==> config.mk <==
export PLATFORM = sky130hd
export DESIGN_NAME = mm64_skid
export DESIGN_NICKNAME = d
export VERILOG_FILES = /design/src/mm64_pkg.sv /design/src/mm64_skid.sv
export SDC_FILE = /design/constraint.sdc
export NUM_CORES = 1
export LEC_CHECK = 0
export BUFFER_PORTS_ARGS = -buffer_cell sky130_fd_sc_hd__buf_2
export CAP_MARGIN = 10
export CORE_ASPECT_RATIO = 0.7
export CORE_MARGIN = 2
export CORE_UTILIZATION = 55
export DETAILED_ROUTE_END_ITERATION = 7
export GPL_TIMING_DRIVEN = 1
export PLACE_DENSITY = 0.9
export RECOVER_POWER = 100
export SKIP_CTS_REPAIR_TIMING = 1
export SYNTH_ARGS = -nofsm -noshare
export SYNTH_HDL_FRONTEND = slang
export SYNTH_SLANG_ARGS = --single-unit
==> constraint.sdc <==
create_clock -name clk -period 19.2 [get_ports clk]
set_clock_uncertainty 0.05 [all_clocks]
set_input_delay 3.84 -clock clk [delete_from_list [all_inputs] [get_ports clk]]
set_output_delay 3.84 -clock clk [all_outputs]
set_load 0.02 [all_outputs]
==> src/mm64_pkg.sv <==
package mm64_pkg;

	// widest datapath the block is built for
	localparam int unsigned MaxWidth = 64;

	// one bit of headroom above the widest residue
	typedef logic [MaxWidth:0] wide_t;

	// keep a partial value below the modulus, value known below twice the modulus
	function automatic wide_t cond_sub(input wide_t x, input wide_t m);
		wide_t diff;
		diff = x - m;
		return (x >= m) ? diff : x;
	endfunction

endpackage

==> src/mm64_skid.sv <==
module mm64_skid #(
	parameter int unsigned DATA_WIDTH = 64
) (
	input  logic                  clk,
	input  logic                  arst_n,
	input  logic                  in_valid,
	output logic                  in_ready,
	input  logic [DATA_WIDTH-1:0] in_data,
	output logic                  out_valid,
	input  logic                  out_ready,
	output logic [DATA_WIDTH-1:0] out_data
);
	import mm64_pkg::*;

	logic                  out_valid_q;
	logic [DATA_WIDTH-1:0] out_data_q;
	logic                  skid_valid_q;
	logic [DATA_WIDTH-1:0] skid_data_q;
	logic                  out_free;

	// upstream only waits once the spare slot is taken
	assign in_ready = !skid_valid_q;
	assign out_free = out_ready || !out_valid_q;

	// valid flags
	always_ff @(posedge clk or negedge arst_n) begin
		if (!arst_n) begin
			out_valid_q  <= 1'b0;
			skid_valid_q <= 1'b0;
		end else if (out_free) begin
			if (skid_valid_q) begin
				out_valid_q  <= 1'b1;
				skid_valid_q <= 1'b0;
			end else begin
				out_valid_q <= in_valid;
			end
		end else if (in_valid && in_ready) begin
			skid_valid_q <= 1'b1;
		end
	end

	// data registers
	always_ff @(posedge clk) begin
		if (out_free) begin
			out_data_q <= skid_valid_q ? skid_data_q : in_data;
		end else if (in_valid && in_ready) begin
			skid_data_q <= in_data;
		end
	end

	assign out_valid = out_valid_q;
	assign out_data  = out_data_q;

endmodule

Word level (Yosys, flattened, before mapping)

Cells that the tools add are included.

Bits in registers: 130
Input bits: 68
Output and inout port bits: 66
Word-level logic and storage cells: 15

Mux-type cells: 4
Bitwise logic cells: 1
Reduce and logical (&&, ||, !) cells: 6

Operators with widths:

| kind                | count |
|---|---|
| two-way mux 64 bit  | 1 |
| two-way mux 1 bit   | 3 |
| zero test 1 bit     | 2 |
| AND reduction 2 bit | 1 |
| nonzero test 2 bit  | 1 |
| logical AND 1 bit   | 1 |
| logical OR 1 bit    | 1 |
| NOT 1 bit           | 1 |

Logic depth before layout (Yosys ltp)

Word-level depth: 4
Depth in mapped cells: 4
Depth with buffers taken out: 2

Worst setup path after synthesis

No wires, ideal clock.

Path type: input-to-reg
Start point: input out_ready
End point: register skid_data_q[0], enable pin
Setup time: 0.578 ns
Data arrival time: 10.227 ns
Data required time: 18.572 ns
Setup slack: 8.346 ns
Stages: 2
Path buffers: 0
Cells stage by stage: nand2b_1 nor3b_1

Word-level cells in the longest chain between the ends: 3

RTL lines:

| what                          | RTL line        | RTL |
|---|---|---|
| start: declaration            | mm64_skid.sv:10 | `input logic out_ready,` |
| logical OR 1 bit              | mm64_skid.sv:23 | `assign out_free = out_ready \|\| !out_valid_q;` |
| NOT 1 bit (no line)           | n/a             |  |
| AND reduction 2 bit (no line) | n/a             |  |
| end signal: assignment        | mm64_skid.sv:47 | `skid_data_q <= in_data;` |
| end: declaration              | mm64_skid.sv:18 | `logic [DATA_WIDTH-1:0] skid_data_q;` |

No other way between the ends.
A chain may end at the register's enable or synchronous reset.

Final worst setup path

Start point: input out_ready
End point: register skid_data_q[4], enable pin

Word-level cells in the longest chain between the ends: 3

RTL lines:

| what                          | RTL line        | RTL |
|---|---|---|
| logical OR 1 bit              | mm64_skid.sv:23 |  |
| net out_free                  | mm64_skid.sv:19 | `logic out_free;` |
| NOT 1 bit (no line)           | n/a             |  |
| AND reduction 2 bit (no line) | n/a             |  |

The timed path passes the listed nets, and every way through them passes these cells.

==> summary.txt <==
Place
  • Number of buffers added on ports: 133
  • Half-perimeter wire length of the detailed placement result: 4954 um
  • Final weighted congestion of routability-driven global placement: 0.7280
  • Placed standard-cell area: 5558 um^2
  • Cell total after placement: 454

Critical path
  • Kind of cell with the highest combined delay on the critical path: buffers and inverters
  • Maximum fanout along the worst path: 67
  • Largest stage delay on the critical path: 2.47 ns
  • Cell at the slowest stage of the critical path: clkbuf_1
  • Start-to-end type of the worst setup path: in2reg
  • Worst Setup SP: out_ready
  • Critical Path Stages: 4
  • Startpoint type of the worst setup path: input port
  • Capturing element of the worst setup path: skid_data_q[4]
  • Required time worst endpoint: 19.08 ns
  • Kind of end point of the critical path: flop
  • Reg-to-reg critical path startpoint: out_valid
  • Minimum setup slack among reg-to-reg paths: 13.67 ns
  • Destination of the worst register-to-register timing path: skid_data_q[4]
  • Count of buffering cells on the critical path with inverters included: 2
  • R2R depth: 3
  • Cell Chain, Critical Path: buf_2 > nand2b_1 > nor3b_1 > clkbuf_1
  • Data arrival time of the critical path: 8.67 ns

Floorplan
  • Core Region: 8443 um^2
  • Number of placement rows: 28
  • Die area: 9461 um^2
  • Num ports: 134
  • Width of the die: 115.4 um
  • Starting density of the core: 56.59%
  • Die outline height: 81.99 um

Clock network
  • Number of buffers created by CTS: 17
  • Maximum count of clock buffers along a single path: 2
  • CTS tree: yes
  • Clk sink count: 130
  • Clock latency on the worst-skew pair: 0.41 ns
  • Number of levels in the clock H-tree: 4
  • Clock transition at path regs: 0.05 ns
  • Root buf cell: clkbuf_16

Synthesis
  • Sequential cell area fraction in the yosys report: 81.49%
  • Synthesis-stage register bit count: 130
  • Top cell type by total area after synthesis: edfxtp_1
  • Fraction of synthesized cell area taken by the top area cell type: 80.44%
  • Net count after synthesis: 275
  • Avg Cell Area, Syn: 23.08 um^2
  • Leading cell types by total area after synthesis: edfxtp_1 (80%), mux2_2 (8.7%), mux2_4 (6.3%)
  • Netlist Area Pre-Place: 4778 um^2
  • Count of cell types in the netlist: 12
  • Instance count of the mapped netlist: 207
  • Synth warn: 0

GRT
  • Number of antenna violations at the first check in global routing: 0
  • First-pass GRT wire length: 11050 um
  • Combined global-route utilization of all metal layers: 16.47%
  • Largest net degree at the start of global routing: 68
  • Total overflow reported by the global router: 0
  • Vias in the first global route: 2242

Cells and area
  • Area overhead of the layout relative to synthesis: 24.33%
  • Most common cell after layout, fill and taps aside: edfxtp_1
  • Count of inserted antenna diode cells: 0
  • Fraction of final layout cells sized beyond drive strength 1: 24.04%
  • Finished Core Util: 70.36%
  • Net count reported at finish: 421
  • Commonest cells after routing, fill and taps aside: edfxtp_1 (128), clkbuf_1 (113), mux2_2 (37)
  • Fin area: 5941 um^2
  • Final Instance Count excl. Fillers: 486

Route
  • Pre-Repair DR Iteration Count: 4
  • Routed WL per cell: 16.30 um
  • Via density per instance: 4.819
  • Antenna Violating Nets Remaining: 0
  • Total detailed-routing wirelength: 7921 um
  • DRC Markers: 0
  • Vias after detailed routing: 2342
  • Detailed router's first-iteration violation count: 187

STA
  • Headroom to the max-slew limit: -129.8%
  • Unrepaired setup endpoints after global routing: false
  • Worst-margin pin slew: 3.448 ns
  • Worst Hold Margin: 0.4831 ns
  • Period utilisation layout: 45.81%
  • Achievable clock frequency: 0.1137 GHz
  • Post-layout min period: 8.796 ns
  • Final Setup Violations: 0
  • Final count of hold timing violations: 0
  • Max-slew violation count: 201
  • TNS Setup: 0 ns

Run
  • Max-cap viol count: 3

Pwr
  • Maximum VDD drop: 83.62 uV
  • Static leakage: 0.002023 uW
  • Pwr per Cell Area: 123.2 nW/um^2

Status
  • Outcome: complete, but fails checks
  • Violated checks: capacitance limit, slew limit

Worst hold path
  • Worst min-delay path class: reg2reg
-- synth_stat cells --
master      n
nand2_1     1
edfxtp_1  128
buf_2       3
nor3b_1     1
nand2b_1    1
nor2_1      2
inv_1       1
mux2_1      7
mux2_4     20
buf_6       4
dfrtp_1     2
mux2_2     37
-- registers in the layout, summed over array words and instances, names as in the netlist --
signal / cells
out_data: 64
skid_data_q: 64
out_valid: 1
skid_valid_q: 1
-- where the power goes --
group	switching (uW)	internal [uW]
Clock	113	217
Sequential	9.23	338
Combinational	35.6	19.9
-- worst reg2reg max path, delay by kind of cell, from the launching register on --
kind / cells / cell delay [ns]
simple gates: 2 / 2.17
buf+inv: 1 / 2.47
flops: 1 / 0.34
-- final cells by class --
cell class | count | area [um^2]
clock buffers | 18 | 429.2
repair buffers | 134 | 530.5
multi-input cells | 69 | 745.7
inverters | 1 | 3.754
flip-flops and latches | 130 | 3894
well taps | 120 | 150.1
fillers | 588 | 2502
clock inverters | 14 | 187.7
-- per-stage QoR --
stage | worst slack, ns | power (uW)
6_report | 10.40 | 731.9
5_1_grt | 9.759 | 756.6
4_1_cts | 13.49 | 746.9
3_5_place_dp | 13.19 | 415.6
3_3_place_gp | 13.28 | 412.9
2_1_floorplan | 8.346 | 391.3
-- logic make-up (layout without fill, tap and decap cells) --
| logic type | after synthesis | in the layout | share of synthesized area, % |
|---|---|---|---|
| buffers and inverters | 8 | 167 | 1.335 |
| multiplexers | 64 | 64 | 16.65 |
| flip-flops | 130 | 130 | 81.49 |
| AND/OR/NAND/NOR | 5 | 5 | 0.5238 |
-- routing by layer --
layer | vias to the layer above | wire length, um | GRT usage, %
met4 | 0 | 75 | 7.590
met5 | - | 0 | 0
li1 | 1127 | - | -
met3 | 7 | 507 | 6.273
met1 | 1111 | 3616 | 21.40
met2 | 97 | 3721 | 24.91
-- worst min-delay path by stage --
stage	cells past startpoint	start	slack [ns]	end
after floorplan	1	skid_data_q[54]	0.46	out_data[54]
after global placement	1	skid_data_q[60]	0.46	out_data[60]
after detailed placement	1	skid_data_q[58]	0.48	out_data[58]
after CTS	1	skid_data_q[58]	0.49	out_data[58]
after global routing	1	skid_data_q[50]	0.50	out_data[50]
final	1	skid_data_q[57]	0.48	out_data[57]
No activity file was read; power rests on OpenSTA's default activity.
